`src/hw/rtl/ets_pkg.sv`:
```
`timescale 1ns / 1ps
`default_nettype none

package ets_pkg;

   // Fixed field widths of the ports.
   localparam int CITY_W   = 3;
   localparam int WEIGHT_W = 16;
   localparam int COUNT_W  = 4;
   localparam int COST_BITS = 20;

   localparam logic [COST_BITS-1:0] COST_MAX = '1;
   localparam logic [COUNT_W-1:0]   CITY_COUNT_RESET = 4'd8;

   localparam logic ACT_WRITE = 1'b0;
   localparam logic ACT_SOLVE = 1'b1;

   typedef enum logic [2:0] {
      ST_IDLE,
      ST_SCAN,
      ST_DESCEND,
      ST_LEAF,
      ST_EMIT
   } ets_state_type;

   typedef struct packed {
      logic write_edge;
      logic solve_init;
      logic scan_next;
      logic rd_edge;
      logic rd_home;
      logic descend;
      logic leaf_eval;
      logic backtrack;
      logic emit_start;
      logic emit_next;
   } ets_cmd_type;

   typedef struct packed {
      logic at_leaf;
      logic cand_end;
      logic cand_visited;
      logic at_root;
      logic emit_last;
   } ets_sts_type;

endpackage

`default_nettype wire

```
`src/hw/rtl/ets_ram.sv`:
```
`timescale 1ns / 1ps
`default_nettype none

module ets_ram #(
   parameter int WIDTH = 16,
   parameter int DEPTH = 64
) (
   input  wire logic                     clock,
   input  wire logic                     wr_en,
   input  wire logic [$clog2(DEPTH)-1:0] wr_addr,
   input  wire logic [WIDTH-1:0]         wr_data,
   input  wire logic                     rd_en,
   input  wire logic [$clog2(DEPTH)-1:0] rd_addr,
   output logic      [WIDTH-1:0]         rd_data
);

   logic [WIDTH-1:0] mem_ff [DEPTH];
   logic [WIDTH-1:0] rd_data_ff;

   always_ff @(posedge clock) begin
      if (wr_en) begin
         mem_ff[wr_addr] <= wr_data;
      end
      if (rd_en) begin
         rd_data_ff <= mem_ff[rd_addr];
      end
   end

   assign rd_data = rd_data_ff;

endmodule

`default_nettype wire

```
`src/hw/rtl/ets_ctrl.sv`:
```
`timescale 1ns / 1ps
`default_nettype none

module ets_ctrl (
   input  wire logic                 clock,
   input  wire logic                 reset,
   input  wire logic                 req_valid,
   input  wire logic                 req_action,
   input  wire logic                 rsp_ready,
   input  wire ets_pkg::ets_sts_type sts,
   output logic                      req_ready,
   output logic                      rsp_valid,
   output ets_pkg::ets_cmd_type      cmd
);
   import ets_pkg::*;

   ets_state_type state_ff;
   ets_state_type state_in;

   always_ff @(posedge clock) begin
      if (reset) begin
         state_ff <= ST_IDLE;
      end else begin
         state_ff <= state_in;
      end
   end

   always_comb begin
      state_in = state_ff;
      unique case (state_ff)
         ST_IDLE: begin
            if (req_valid && req_action == ACT_SOLVE) begin
               state_in = ST_SCAN;
            end
         end
         ST_SCAN: begin
            if (sts.at_leaf) begin
               state_in = ST_LEAF;
            end else if (sts.cand_end) begin
               state_in = sts.at_root ? ST_EMIT : ST_SCAN;
            end else if (!sts.cand_visited) begin
               state_in = ST_DESCEND;
            end
         end
         ST_DESCEND: state_in = ST_SCAN;
         ST_LEAF: state_in = sts.at_root ? ST_EMIT : ST_SCAN;
         ST_EMIT: begin
            if (rsp_ready && sts.emit_last) begin
               state_in = ST_IDLE;
            end
         end
         default: state_in = ST_IDLE;
      endcase
   end

   always_comb begin
      cmd = '0;
      req_ready = 1'b0;
      rsp_valid = 1'b0;
      unique case (state_ff)
         ST_IDLE: begin
            req_ready = 1'b1;
            if (req_valid) begin
               if (req_action == ACT_WRITE) begin
                  cmd.write_edge = 1'b1;
               end else begin
                  cmd.solve_init = 1'b1;
               end
            end
         end
         ST_SCAN: begin
            // A full path only needs the closing edge back to city 0.
            if (sts.at_leaf) begin
               cmd.rd_home = 1'b1;
            end else if (sts.cand_end) begin
               if (sts.at_root) begin
                  cmd.emit_start = 1'b1;
               end else begin
                  cmd.backtrack = 1'b1;
               end
            end else if (sts.cand_visited) begin
               cmd.scan_next = 1'b1;
            end else begin
               cmd.rd_edge = 1'b1;
            end
         end
         ST_DESCEND: cmd.descend = 1'b1;
         ST_LEAF: begin
            cmd.leaf_eval = 1'b1;
            if (sts.at_root) begin
               cmd.emit_start = 1'b1;
            end else begin
               cmd.backtrack = 1'b1;
            end
         end
         ST_EMIT: begin
            rsp_valid = 1'b1;
            if (rsp_ready && !sts.emit_last) begin
               cmd.emit_next = 1'b1;
            end
         end
         default: ;
      endcase
   end

endmodule

`default_nettype wire

```
`src/hw/rtl/ets_dp.sv`:
```
`timescale 1ns / 1ps
`default_nettype none

module ets_dp #(
   parameter int MAX_CITIES  = 8,
   parameter int WEIGHT_BITS = 16
) (
   input  wire logic                            clock,
   input  wire logic                            reset,
   input  wire ets_pkg::ets_cmd_type            cmd,
   output ets_pkg::ets_sts_type                 sts,
   input  wire logic [ets_pkg::CITY_W-1:0]      req_city_a,
   input  wire logic [ets_pkg::CITY_W-1:0]      req_city_b,
   input  wire logic [ets_pkg::WEIGHT_W-1:0]    req_weight,
   input  wire logic                            csr_valid,
   input  wire logic [ets_pkg::COUNT_W-1:0]     csr_city_count,
   output logic      [ets_pkg::CITY_W-1:0]      rsp_tour_city,
   output logic      [ets_pkg::COST_BITS-1:0]   rsp_tour_cost,
   output logic                                 rsp_last_city
);
   import ets_pkg::*;

   localparam int CB    = $clog2(MAX_CITIES);
   localparam int CW    = $clog2(MAX_CITIES + 1);
   localparam int DEPTH = MAX_CITIES * MAX_CITIES;
   localparam int AW    = $clog2(DEPTH);
   localparam int SUM_W = ((WEIGHT_BITS > COST_BITS) ? WEIGHT_BITS : COST_BITS) + 1;

   // The matrix is symmetric, so only the entry with the lower city first is kept.
   function automatic logic [AW-1:0] edge_addr(input logic [CB-1:0] x,
                                                input logic [CB-1:0] y);
      logic [CB-1:0] lo;
      logic [CB-1:0] hi;
      lo = (x < y) ? x : y;
      hi = (x < y) ? y : x;
      edge_addr = AW'(lo) * AW'(MAX_CITIES) + AW'(hi);
   endfunction

   function automatic logic [COST_BITS-1:0] sat_add(input logic [COST_BITS-1:0] a,
                                                    input logic [WEIGHT_BITS-1:0] b);
      logic [SUM_W-1:0] sum;
      sum = SUM_W'(a) + SUM_W'(b);
      sat_add = (sum > SUM_W'(COST_MAX)) ? COST_MAX : sum[COST_BITS-1:0];
   endfunction

   logic [COUNT_W-1:0]     city_count_ff, city_count_in;
   logic [DEPTH-1:0]       edge_valid_ff, edge_valid_in;
   logic                   rd_valid_ff, rd_valid_in;
   logic [CW-1:0]          n_ff, n_in;
   logic [CB-1:0]          depth_ff, depth_in;
   logic [CB-1:0]          cur_ff, cur_in;
   logic [CW-1:0]          cand_ff, cand_in;
   logic [MAX_CITIES-1:0]  visited_ff, visited_in;
   logic [COST_BITS-1:0]   cost_ff, cost_in;
   logic [CB-1:0]          path_ff [MAX_CITIES];
   logic [CB-1:0]          path_in [MAX_CITIES];
   logic [COST_BITS-1:0]   lvl_cost_ff [MAX_CITIES];
   logic [COST_BITS-1:0]   lvl_cost_in [MAX_CITIES];
   logic [CB-1:0]          best_tour_ff [MAX_CITIES];
   logic [CB-1:0]          best_tour_in [MAX_CITIES];
   logic [COST_BITS-1:0]   best_total_ff, best_total_in;
   logic                   best_valid_ff, best_valid_in;
   logic [CW-1:0]          emit_idx_ff, emit_idx_in;

   logic                   wr_ok;
   logic                   wr_en;
   logic [AW-1:0]          wr_addr;
   logic                   rd_en;
   logic [AW-1:0]          rd_addr;
   logic [WEIGHT_BITS-1:0] rd_data;
   logic [WEIGHT_BITS-1:0] edge_weight;
   logic [COST_BITS-1:0]   step_cost;
   logic [CB-1:0]          depth_up;
   logic [CB-1:0]          depth_dn;
   logic [CB-1:0]          cand_city;

   assign wr_ok = (32'(req_city_a) < MAX_CITIES) && (32'(req_city_b) < MAX_CITIES);
   assign wr_en = cmd.write_edge && wr_ok;
   assign wr_addr = edge_addr(CB'(req_city_a), CB'(req_city_b));
   assign cand_city = cand_ff[CB-1:0];
   assign rd_en = cmd.rd_edge || cmd.rd_home;
   assign rd_addr = edge_addr(cur_ff, cmd.rd_home ? CB'(0) : cand_city);

   ets_ram #(
      .WIDTH (WEIGHT_BITS),
      .DEPTH (DEPTH)
   ) u_matrix (
      .clock   (clock),
      .wr_en   (wr_en),
      .wr_addr (wr_addr),
      .wr_data (WEIGHT_BITS'(req_weight)),
      .rd_en   (rd_en),
      .rd_addr (rd_addr),
      .rd_data (rd_data)
   );

   // An entry never written since reset reads as zero.
   assign edge_weight = rd_valid_ff ? rd_data : '0;
   assign step_cost = sat_add(cost_ff, edge_weight);
   assign depth_up = depth_ff + 1'b1;
   assign depth_dn = depth_ff - 1'b1;

   always_comb begin
      sts.at_leaf      = (CW'(depth_ff) + 1'b1) >= n_ff;
      sts.cand_end     = cand_ff >= n_ff;
      sts.cand_visited = !sts.cand_end && visited_ff[cand_city];
      sts.at_root      = depth_ff == '0;
      sts.emit_last    = emit_idx_ff == n_ff;
   end

   always_comb begin
      city_count_in = city_count_ff;
      edge_valid_in = edge_valid_ff;
      rd_valid_in   = rd_valid_ff;
      n_in          = n_ff;
      depth_in      = depth_ff;
      cur_in        = cur_ff;
      cand_in       = cand_ff;
      visited_in    = visited_ff;
      cost_in       = cost_ff;
      path_in       = path_ff;
      lvl_cost_in   = lvl_cost_ff;
      best_tour_in  = best_tour_ff;
      best_total_in = best_total_ff;
      best_valid_in = best_valid_ff;
      emit_idx_in   = emit_idx_ff;

      if (csr_valid) begin
         city_count_in = csr_city_count;
      end
      if (wr_en) begin
         edge_valid_in[wr_addr] = 1'b1;
      end
      if (rd_en) begin
         rd_valid_in = edge_valid_ff[rd_addr];
      end
      if (cmd.solve_init) begin
         if (city_count_ff == '0) begin
            n_in = CW'(1);
         end else if (32'(city_count_ff) > MAX_CITIES) begin
            n_in = CW'(MAX_CITIES);
         end else begin
            n_in = CW'(city_count_ff);
         end
         depth_in       = '0;
         cur_in         = '0;
         cand_in        = CW'(1);
         visited_in     = MAX_CITIES'(1);
         cost_in        = '0;
         path_in[0]     = '0;
         lvl_cost_in[0] = '0;
         best_valid_in  = 1'b0;
         best_total_in  = COST_MAX;
      end
      if (cmd.scan_next) begin
         cand_in = cand_ff + 1'b1;
      end
      if (cmd.descend) begin
         path_in[depth_up]     = cand_city;
         lvl_cost_in[depth_up] = step_cost;
         visited_in[cand_city] = 1'b1;
         depth_in              = depth_up;
         cur_in                = cand_city;
         cost_in               = step_cost;
         cand_in               = CW'(1);
      end
      // The first complete tour of a solve is always taken.
      if (cmd.leaf_eval && (!best_valid_ff || step_cost < best_total_ff)) begin
         best_valid_in = 1'b1;
         best_total_in = step_cost;
         best_tour_in  = path_ff;
      end
      // On return the parent resumes its scan just past the city that was left.
      if (cmd.backtrack) begin
         depth_in           = depth_dn;
         visited_in[cur_ff] = 1'b0;
         cand_in            = CW'(cur_ff) + 1'b1;
         cur_in             = path_ff[depth_dn];
         cost_in            = lvl_cost_ff[depth_dn];
      end
      if (cmd.emit_start) begin
         emit_idx_in = '0;
      end
      if (cmd.emit_next) begin
         emit_idx_in = emit_idx_ff + 1'b1;
      end
   end

   always_ff @(posedge clock) begin
      if (reset) begin
         city_count_ff <= CITY_COUNT_RESET;
         edge_valid_ff <= '0;
         rd_valid_ff   <= 1'b0;
         best_valid_ff <= 1'b0;
      end else begin
         city_count_ff <= city_count_in;
         edge_valid_ff <= edge_valid_in;
         rd_valid_ff   <= rd_valid_in;
         best_valid_ff <= best_valid_in;
      end
   end

   always_ff @(posedge clock) begin
      n_ff          <= n_in;
      depth_ff      <= depth_in;
      cur_ff        <= cur_in;
      cand_ff       <= cand_in;
      visited_ff    <= visited_in;
      cost_ff       <= cost_in;
      path_ff       <= path_in;
      lvl_cost_ff   <= lvl_cost_in;
      best_tour_ff  <= best_tour_in;
      best_total_ff <= best_total_in;
      emit_idx_ff   <= emit_idx_in;
   end

   assign rsp_tour_city = sts.emit_last ? '0 : CITY_W'(best_tour_ff[emit_idx_ff[CB-1:0]]);
   assign rsp_tour_cost = best_total_ff;
   assign rsp_last_city = sts.emit_last;

endmodule

`default_nettype wire

```
`src/hw/rtl/exhaustive_tsp_solver.sv`:
```
`timescale 1ns / 1ps
`default_nettype none

// Brute-force travelling-salesman search over a stored symmetric weight matrix.
// The req channel carries two kinds of item: an edge write (action 0) stores a
// weight for city_a/city_b; a solve (action 1) searches every closed tour from
// city 0 over the csr_city_count cities in use and then sends city_count+1 items
// on the rsp channel, the tour in order and the return to city 0 with
// rsp_last_city set, each carrying the tour's total cost.
// The csr channel is always ready and should only be written while idle.
// A city count of zero is taken as one, and one above MAX_CITIES as MAX_CITIES.
// A solve scans the candidate cities at each level, descends, closes each level
// and evaluates each complete tour through the single matrix read port, then
// sends the results in order, each held until rsp_ready takes it.
// Only one item is in flight: req_ready is low from a solve's acceptance until
// its last result is taken, and a stalled rsp_ready simply holds the current
// result. A synchronous reset clears the matrix to zero through per-entry
// valid bits and sets the city count to eight.
module exhaustive_tsp_solver #(
   parameter int MAX_CITIES  = 8,
   parameter int WEIGHT_BITS = 16
) (
   input  wire logic                          clock,
   input  wire logic                          reset,
   input  wire logic                          req_valid,
   output logic                               req_ready,
   input  wire logic                          req_action,
   input  wire logic [ets_pkg::CITY_W-1:0]    req_city_a,
   input  wire logic [ets_pkg::CITY_W-1:0]    req_city_b,
   input  wire logic [ets_pkg::WEIGHT_W-1:0]  req_weight,
   output logic                               rsp_valid,
   input  wire logic                          rsp_ready,
   output logic      [ets_pkg::CITY_W-1:0]    rsp_tour_city,
   output logic      [ets_pkg::COST_BITS-1:0] rsp_tour_cost,
   output logic                               rsp_last_city,
   input  wire logic                          csr_valid,
   output logic                               csr_ready,
   input  wire logic [ets_pkg::COUNT_W-1:0]   csr_city_count
);
   import ets_pkg::*;

   ets_cmd_type cmd;
   ets_sts_type sts;

   assign csr_ready = 1'b1;

   ets_ctrl u_ctrl (
      .clock      (clock),
      .reset      (reset),
      .req_valid  (req_valid),
      .req_action (req_action),
      .rsp_ready  (rsp_ready),
      .sts        (sts),
      .req_ready  (req_ready),
      .rsp_valid  (rsp_valid),
      .cmd        (cmd)
   );

   ets_dp #(
      .MAX_CITIES  (MAX_CITIES),
      .WEIGHT_BITS (WEIGHT_BITS)
   ) u_dp (
      .clock          (clock),
      .reset          (reset),
      .cmd            (cmd),
      .sts            (sts),
      .req_city_a     (req_city_a),
      .req_city_b     (req_city_b),
      .req_weight     (req_weight),
      .csr_valid      (csr_valid),
      .csr_city_count (csr_city_count),
      .rsp_tour_city  (rsp_tour_city),
      .rsp_tour_cost  (rsp_tour_cost),
      .rsp_last_city  (rsp_last_city)
   );

endmodule

`default_nettype wire

```
`config.mk`:
```
export PLATFORM = sky130hd
export DESIGN_NAME = exhaustive_tsp_solver
export DESIGN_NICKNAME = d
export VERILOG_FILES = /design/src/hw/rtl/ets_pkg.sv /design/src/hw/rtl/ets_ram.sv /design/src/hw/rtl/ets_ctrl.sv /design/src/hw/rtl/ets_dp.sv /design/src/hw/rtl/exhaustive_tsp_solver.sv
export SDC_FILE = /design/constraint.sdc
export NUM_CORES = 2
export LEC_CHECK = 0
export ABC_CLOCK_PERIOD_IN_PS = 7200
export BUFFER_PORTS_ARGS = -buffer_cell sky130_fd_sc_hd__buf_2
export CAP_MARGIN = 10
export CORE_UTILIZATION = 50
export DETAILED_ROUTE_END_ITERATION = 16
export GPL_TIMING_DRIVEN = 0
export HOLD_SLACK_MARGIN = 0.02
export PLACE_DENSITY = 0.65
export SYNTH_ARGS = -nofsm -noshare
export SYNTH_HDL_FRONTEND = slang
export SYNTH_SLANG_ARGS = --single-unit
```
`constraint.sdc`:
```
create_clock -name clock -period 7.2 [get_ports clock]
set_input_delay 1.44 -clock clock [delete_from_list [all_inputs] [get_ports clock]]
set_output_delay 1.44 -clock clock [all_outputs]
set_load 0.05 [all_outputs]
```
# == Word-level counts from Yosys, hierarchy flattened ==
# Memories as Yosys holds them, arrays and structs flattened. A register that Yosys moved wholly into a read port is not among the register bits.
# Index checks and enable logic that the tools add are counted.
# totals
reg_bits,347
mem_bits_rw,1024
inputBits,32
output_inout_bits,27
n_memories,1
# mem_list
name,depth,word_bits,read_ports,rd_ports_with_merged_regs,write_ports,line_no,text
u_dp.u_matrix.mem_ff,64,16,1,1,1,ets_ram.sv:17,logic [WIDTH-1:0] mem_ff [DEPTH];
# op_classes
addsub,9
order_cmp,18
eq_ne,8
n_bitwise,7
reduce_logical,23
mux,89
# op_table
operator,count
two-way mux 20 bit,10
bitwise mux 160 bit,1
two-way mux 160 bit,1
two-way mux 3 bit,24
OR 64 bit,1
binary-select mux 20 bit (select 3 bit),1
demux 20 bit (select 3 bit),1
two-way mux 4 bit,7
bitwise mux 24 bit,1
two-way mux 24 bit,1
two-way mux 8 bit,3
two-way mux 1 bit,22
adder 20 x 16 -> 21 bit,1
"> comparator 21 x 20 -> 1 bit, second input constant",1
less-than comparator 20 bit,1
binary-select mux 3 bit (select 3 bit),2
two-way mux 16 bit,1
one-hot mux 3 bit (5 select lines),1
"less-than comparator 6 x 7 -> 1 bit, second input constant",2
adder 6 x 3 -> 6 bit,2
">= comparator 4 bit, second input constant",3
two-way mux 2 bit,6
NOT 3 -> 4 bit,3
demux 3 bit (select 3 bit),1
other kinds (35),57

# == Depth between registers and ports, before layout ==
# depth
ltp_word,13
ltp_mapped,27

# == Modules after synthesis ==
# A second synthesis with hierarchy kept.
# unflattened
cells_unflattened,3093
area_unflattened_um2,56047.5
# modules_own_cells
mod,area_each_um2,cells_per_inst,n_inst,seq_area_each_um2
ets_ram,40202.3,1829,1,31230.0
ets_dp,15558.7,1227,1,9318.9
ets_ctrl,275.3,35,1,60.1
exhaustive_tsp_solver,11.3,2,1,0.0

# == Least setup slack after synthesis ==
# OpenSTA, ideal clock, no wires.
# synth_path
path_kind,reg-to-reg
start,register u_dp.rd_valid_ff
end,register u_dp.best_tour_ff[0] in the netlist's numbering (enable)
required_ns,6.802
setup_slack_ns,1.290
arrival_time_ns,5.512
path_stages_with_launch,27
setup_time_ns,0.398
n_path_buf,4
synth_period_minus_slack_ns,5.910
path_cell_list,dfxtp_1 -> clkbuf_1 -> and2_1 -> ha_1 -> inv_1 -> fa_1 -> nor2b_1 -> o21a_1 -> o21ai_0 -> a31o_2 -> a31oi_1 -> o22a_1 -> and2_1 -> clkbuf_1 -> clkbuf_1 -> nor2_1 -> inv_1 -> ha_1 -> a21o_1 -> a21o_1 -> a21o_1 -> a21o_1 -> a21oi_1 -> o211ai_1 -> o2111ai_1 -> o211a_1 -> clkbuf_1
# synth_between
elab_chain_cells,7
# synth_lines
item,line_no,text
start: declaration,ets_dp.sv:48,"logic rd_valid_ff, rd_valid_in;"
start signal: assignment,ets_dp.sv:198,rd_valid_ff <= rd_valid_in;
two-way mux 16 bit *,ets_dp.sv:98,assign edge_weight = rd_valid_ff ? rd_data : '0;
adder 20 x 16 -> 21 bit *,ets_dp.sv:42,sum = SUM_W'(a) + SUM_W'(b);
> comparator 21 x 20 -> 1 bit,ets_dp.sv:43,sat_add = (sum > SUM_W'(COST_MAX)) ? COST_MAX : sum[COST_BITS-1:0];
two-way mux 20 bit *,ets_dp.sv:43,
net u_dp.step_cost[5],ets_dp.sv:72,logic [COST_BITS-1:0] step_cost;
less-than comparator 20 bit *,ets_dp.sv:168,if (cmd.leaf_eval && (!best_valid_ff || step_cost < best_total_ff)) begin
logical OR 1 bit *,ets_dp.sv:168,
logical AND 1 bit *,ets_dp.sv:168,
end signal: assignment,ets_dp.sv:212,best_tour_ff <= best_tour_in;
end: declaration,ets_dp.sv:59,logic [CB-1:0] best_tour_ff [MAX_CITIES];
# Mark *: on every way through the listed nets, which the timed path passes. The rest lies on a longest branch.
# A chain may end at the register's enable or synchronous reset.

# == Worst setup path after layout ==
# layout_path
start,register u_dp.depth_ff[0]
end,"register u_dp.u_matrix.rd_data_ff[8] (netlist: u_dp.u_matrix.rd_data[8]), read port of u_dp.u_matrix.mem_ff, data pin"
# layout_between
elab_chain_cells,8
# layout_lines
item,line_no,text
start: declaration,ets_dp.sv:50,"logic [CB-1:0] depth_ff, depth_in;"
start signal: assignment,ets_dp.sv:205,depth_ff <= depth_in;
adder 3 x 1 -> 4 bit *,ets_dp.sv:104,sts.at_leaf = (CW'(depth_ff) + 1'b1) >= n_ff;
>= comparator 4 bit *,ets_dp.sv:104,
two-way mux 1 bit,ets_ctrl.sv:73,if (sts.at_leaf) begin
two-way mux 3 bit *,ets_ctrl.sv:60,unique case (state_ff)
two-way mux 3 bit,ets_dp.sv:82,"assign rd_addr = edge_addr(cur_ff, cmd.rd_home ? CB'(0) : cand_city);"
less-than comparator 3 bit,"ets_dp.sv:34, ets_dp.sv:35",
two-way mux 3 bit (on tied branches),"ets_dp.sv:35, ets_dp.sv:34",
adder 6 x 3 -> 6 bit,ets_dp.sv:36,edge_addr = AW'(lo) * AW'(MAX_CITIES) + AW'(hi);
end: declaration,ets_ram.sv:18,logic [WIDTH-1:0] rd_data_ff;
# Mark *: on every way between the ends. The rest lies on a longest branch, timed or not.

==> flow_summary.yaml <==
sta:
  hold_ws_ps: 444
  hold_violations: 0
  fin_crit_sh_pct: 97.7
  drv_slew: 0
  finalSetupViolCount: 0
  fmax_ghz: 0.142
  post-route-min-period_ps: 7040
  finalSetupTns_ps: 0
  relSlewSlack_pct: 18.1
  tightest_slew_ps: 1230
  worst_slack_ps: 163
  finClkSkew_ps: 31.7
logic_synthesis:
  yosys.cell_types.count: 71
  synthSimpleGateAreaFrac_pct: 7.45
  synth_cells: 3618
  synth_nets: 3708
  yosysTopAreaCell: "edfxtp_1"
  synth_top_family_by_area: "multiplexers"
  yosys_warnings: 0
  synth-seq-cells: 1387
  yosysTopAreaCellShare_pct: 69.0
  yosysSeqAreaShare_pct: 72.7
  async_flop_share_pct: 0
  synth_ff_type: "edfxtp_1"
  synth_xor_area_share_pct: 0.361
  synthesis.area_mm2: 0.0559
  synthMuxAreaShare_pct: 8.05
  syn_avg_cell_area_um2: 15.4
  synth_compound_area_share_pct: 7.81
  synth-edff-count: 1283
  ys_top_cells_by_area: "edfxtp_1 (69%), mux2i_1 (5.6%), dfxtp_1 (3.7%)"
  synthAdderAreaFrac_pct: 1.31
global_route:
  busiest_layer: "met2"
  overflow: 0
  grt_pass1_vias: 32600
  grtUsageMet1_pct: 35.7
  antenna_found_initial: 2
  grt_max_degree: 65
  grt_pass1_wl_mm: 219
  grt_use_total_pct: 26.8
  grtUsageMet3_pct: 5.77
  grt_use_met2_pct: 42.4
routing:
  first_pass_iters: 5
  avgRoutedWirePerCell_um: 27.5
  drtIter0Drc: 3692
  vias_per_cell: 6.12
  dr_total_vias: 33600
  drtAntennaViolNets: 0
  wirelength_mm: 151
  drt_drc_violations_left: 0
pwr:
  power_density_mw_per_mm2: 306
  power_frac_clock_pct: 36.2
  vdd_ir_drop_max_uv: 200
  seq_power_share_pct: 45.8
  swShare_pct: 28.3
  combinationalPowerShare_pct: 18.0
  p_sw_mw: 5.54
  p_int_mw: 14.0
  p_leak_nw: 21.8
cts:
  postCtsSetupBuffers: 0
  clk_latency_ps: 760
  cts_tree: "yes"
  cts.path.max_buffers: 3
  ctsResizeCount: 4
  clkSlewWorstSetupHoldPaths_ps: 60
  htreeDepth: 4
  cts_buffers: 143
  cts_sinks: 1387
  cts.hold.buffers_added: 0
  clockRootBuffer: "clkbuf_16"
finish:
  nNetsFinal: 3984
  drive_above_1_share_pct: 14.2
  area_delta_synth_final_pct: 14.3
  final_area_mm2: 0.0639
placement:
  dp_hpwl_mm: 103
  gp_congestion: 0.986
  dpl_cell_area_mm2: 0.0591
  place.port_buffers: 55
  dp_slack_ps: -550
critical_path:
  rr_startpoint: "u_dp.depth_ff[0]"
  critical_path.max_fanout: 10
  crit_path_end_kind: "flip-flop"
  critPathLaunchType: "flip-flop"
  worstPathRequired_ps: 7670
  cp_cell_sequence: "clkbuf_1 > clkbuf_2 > inv_1 > ha_1 > ha_1 > a2111oi_4 > or2_2 > o21ai_0 > ha_1 > o21bai_1 > nand2_1 > nand2_1 > o21a_1 > buf_2 > nor2_1 > clkbuf_1 > buf_1 > a221oi_1 > o22ai_1 > nor4_2"
  cp.buffers_inverters: 6
  crit_top_cell: "ha_1"
  cp-startpoint: "u_dp.depth_ff[0]"
  path_class: "reg2reg"
  crit_family: "buffers and inverters"
  slowest_delay_ps: 750
  arrival_ps: 7510
  cpMaxStageDelayCell: "buf_1"
floorplan:
  die_y_um: 336
  die_area_mm2: 0.113
  io_pins: 59
  start_util_pct: 50.5
  row_count: 122
  core-area_mm2: 0.111
  die_x_um: 336
outcome:
  outcome: "finished, final reports clean"
run:
  max-cap-violations: 0
hold_path:
  min_path_type: "reg2reg"
[cell usage in the layout, fill, tap and decap left out, drive strengths merged, types with 79 or more instances in the layout]
cell type	count
a221oi	80
a31oi	181
a32o	96
and3	130
buf	224
clkbuf	329
dfxtp	104
edfxtp	1283
inv	79
mux2i	313
nand2	315
nand3	104
nor2	233
[final timing paths]
check / cells after the start / slack (ps) / endpoint
max reg2reg: 20 / 160 / u_dp.u_matrix.rd_data[8]
min: 0 / 440 / u_dp.best_tour_ff[1]
min reg2reg: 0 / 440 / u_dp.best_tour_ff[1]
max: 20 / 160 / u_dp.u_matrix.rd_data[8]
[logic make-up after synthesis]
logic type                 Yosys count
adders and majority gates           58
and+or+nand+nor                    889
DFF                               1387
xor gates and xnor gates            23
muxes                              374
AOI/OAI and AO/OA                  584
other                                1
buffers and inverters              302
[synthesized netlist by cell type (3+ instances only)]
cell,n
o22ai_1,57
o21bai_1,4
nor4_2,12
nand3b_1,3
and3_1,130
a21oi_1,34
or3_1,7
nand2b_1,11
a32o_1,96
xor2_1,13
a32oi_1,24
mux4_2,60
inv_1,70
nand3_1,104
a31oi_1,181
o21ai_0,40
nor3_1,12
mux2i_1,313
nor2_1,233
o211ai_1,4
a22oi_1,3
nand4b_1,3
a21o_1,12
nand4_1,6
edfxtp_1,1283
buf_1,19
dfxtp_1,104
nand2_1,314
buf_4,20
xnor2_1,10
buf_2,50
and2_1,21
buf_6,5
nor2b_1,17
o21ba_2,12
nor4_1,6
a221oi_1,80
clkbuf_1,137
o21a_1,10
o211a_1,3
ha_1,57
a211oi_1,5
[area by class of cell]
| class | instances | area [µm²] |
|---|---|---|
| fillers | 8505 | 46800 |
| repair buffers | 131 | 1430 |
| multi-input cells | 1929 | 14200 |
| clock inverters | 65 | 613 |
| well taps | 1488 | 1860 |
| flip-flops and latches | 1387 | 40600 |
| plain buffers | 231 | 1060 |
| inverters | 71 | 267 |
| diodes | 1 | 2.50 |
| clock buffers | 191 | 3850 |
[layer usage]
layer | vias up | wire length [µm]
li1 | 14800 | -
met1 | 17000 | 61000
met2 | 1548 | 71000
met3 | 295 | 12900
met4 | 0 | 6340
met5 | - | 0
[power by group through the flow]
stage               registers (mW)  logic, mW  clock network [mW]
global route                  8.97       3.68                7.44
finish                        8.96       3.51                7.08
global placement              9.14       3.37                   0
detailed placement            9.14       3.44                   0
CTS                           8.97       3.45                7.14
floorplan                     9.12       2.07                   0
[worst reg2reg max path, cell delays in order (launching register included)]
cell and delay [ps]:
edfxtp_1 380, clkbuf_1 390, clkbuf_2 430, inv_1 140, ha_1 350, ha_1 320, a2111oi_4 540, or2_2 250
o21ai_0 150, ha_1 350, o21bai_1 180, nand2_1 130, nand2_1 100, o21a_1 120, buf_2 260, nor2_1 410
clkbuf_1 500, buf_1 750, a221oi_1 310, o22ai_1 560, nor4_2 140
[stage by stage]
stage / total power [mW] / utilization, % / cells
after floorplan: 11.2 / - / 3618
after global placement: 12.5 / 52.4 / 5161
after detailed placement: 12.6 / 53.4 / 5226
after CTS: 19.6 / 57.5 / 5482
after global routing: 20.1 / 57.7 / 5493
final: 19.6 / 57.7 / 5494
(Power assumes the default switching activity.)
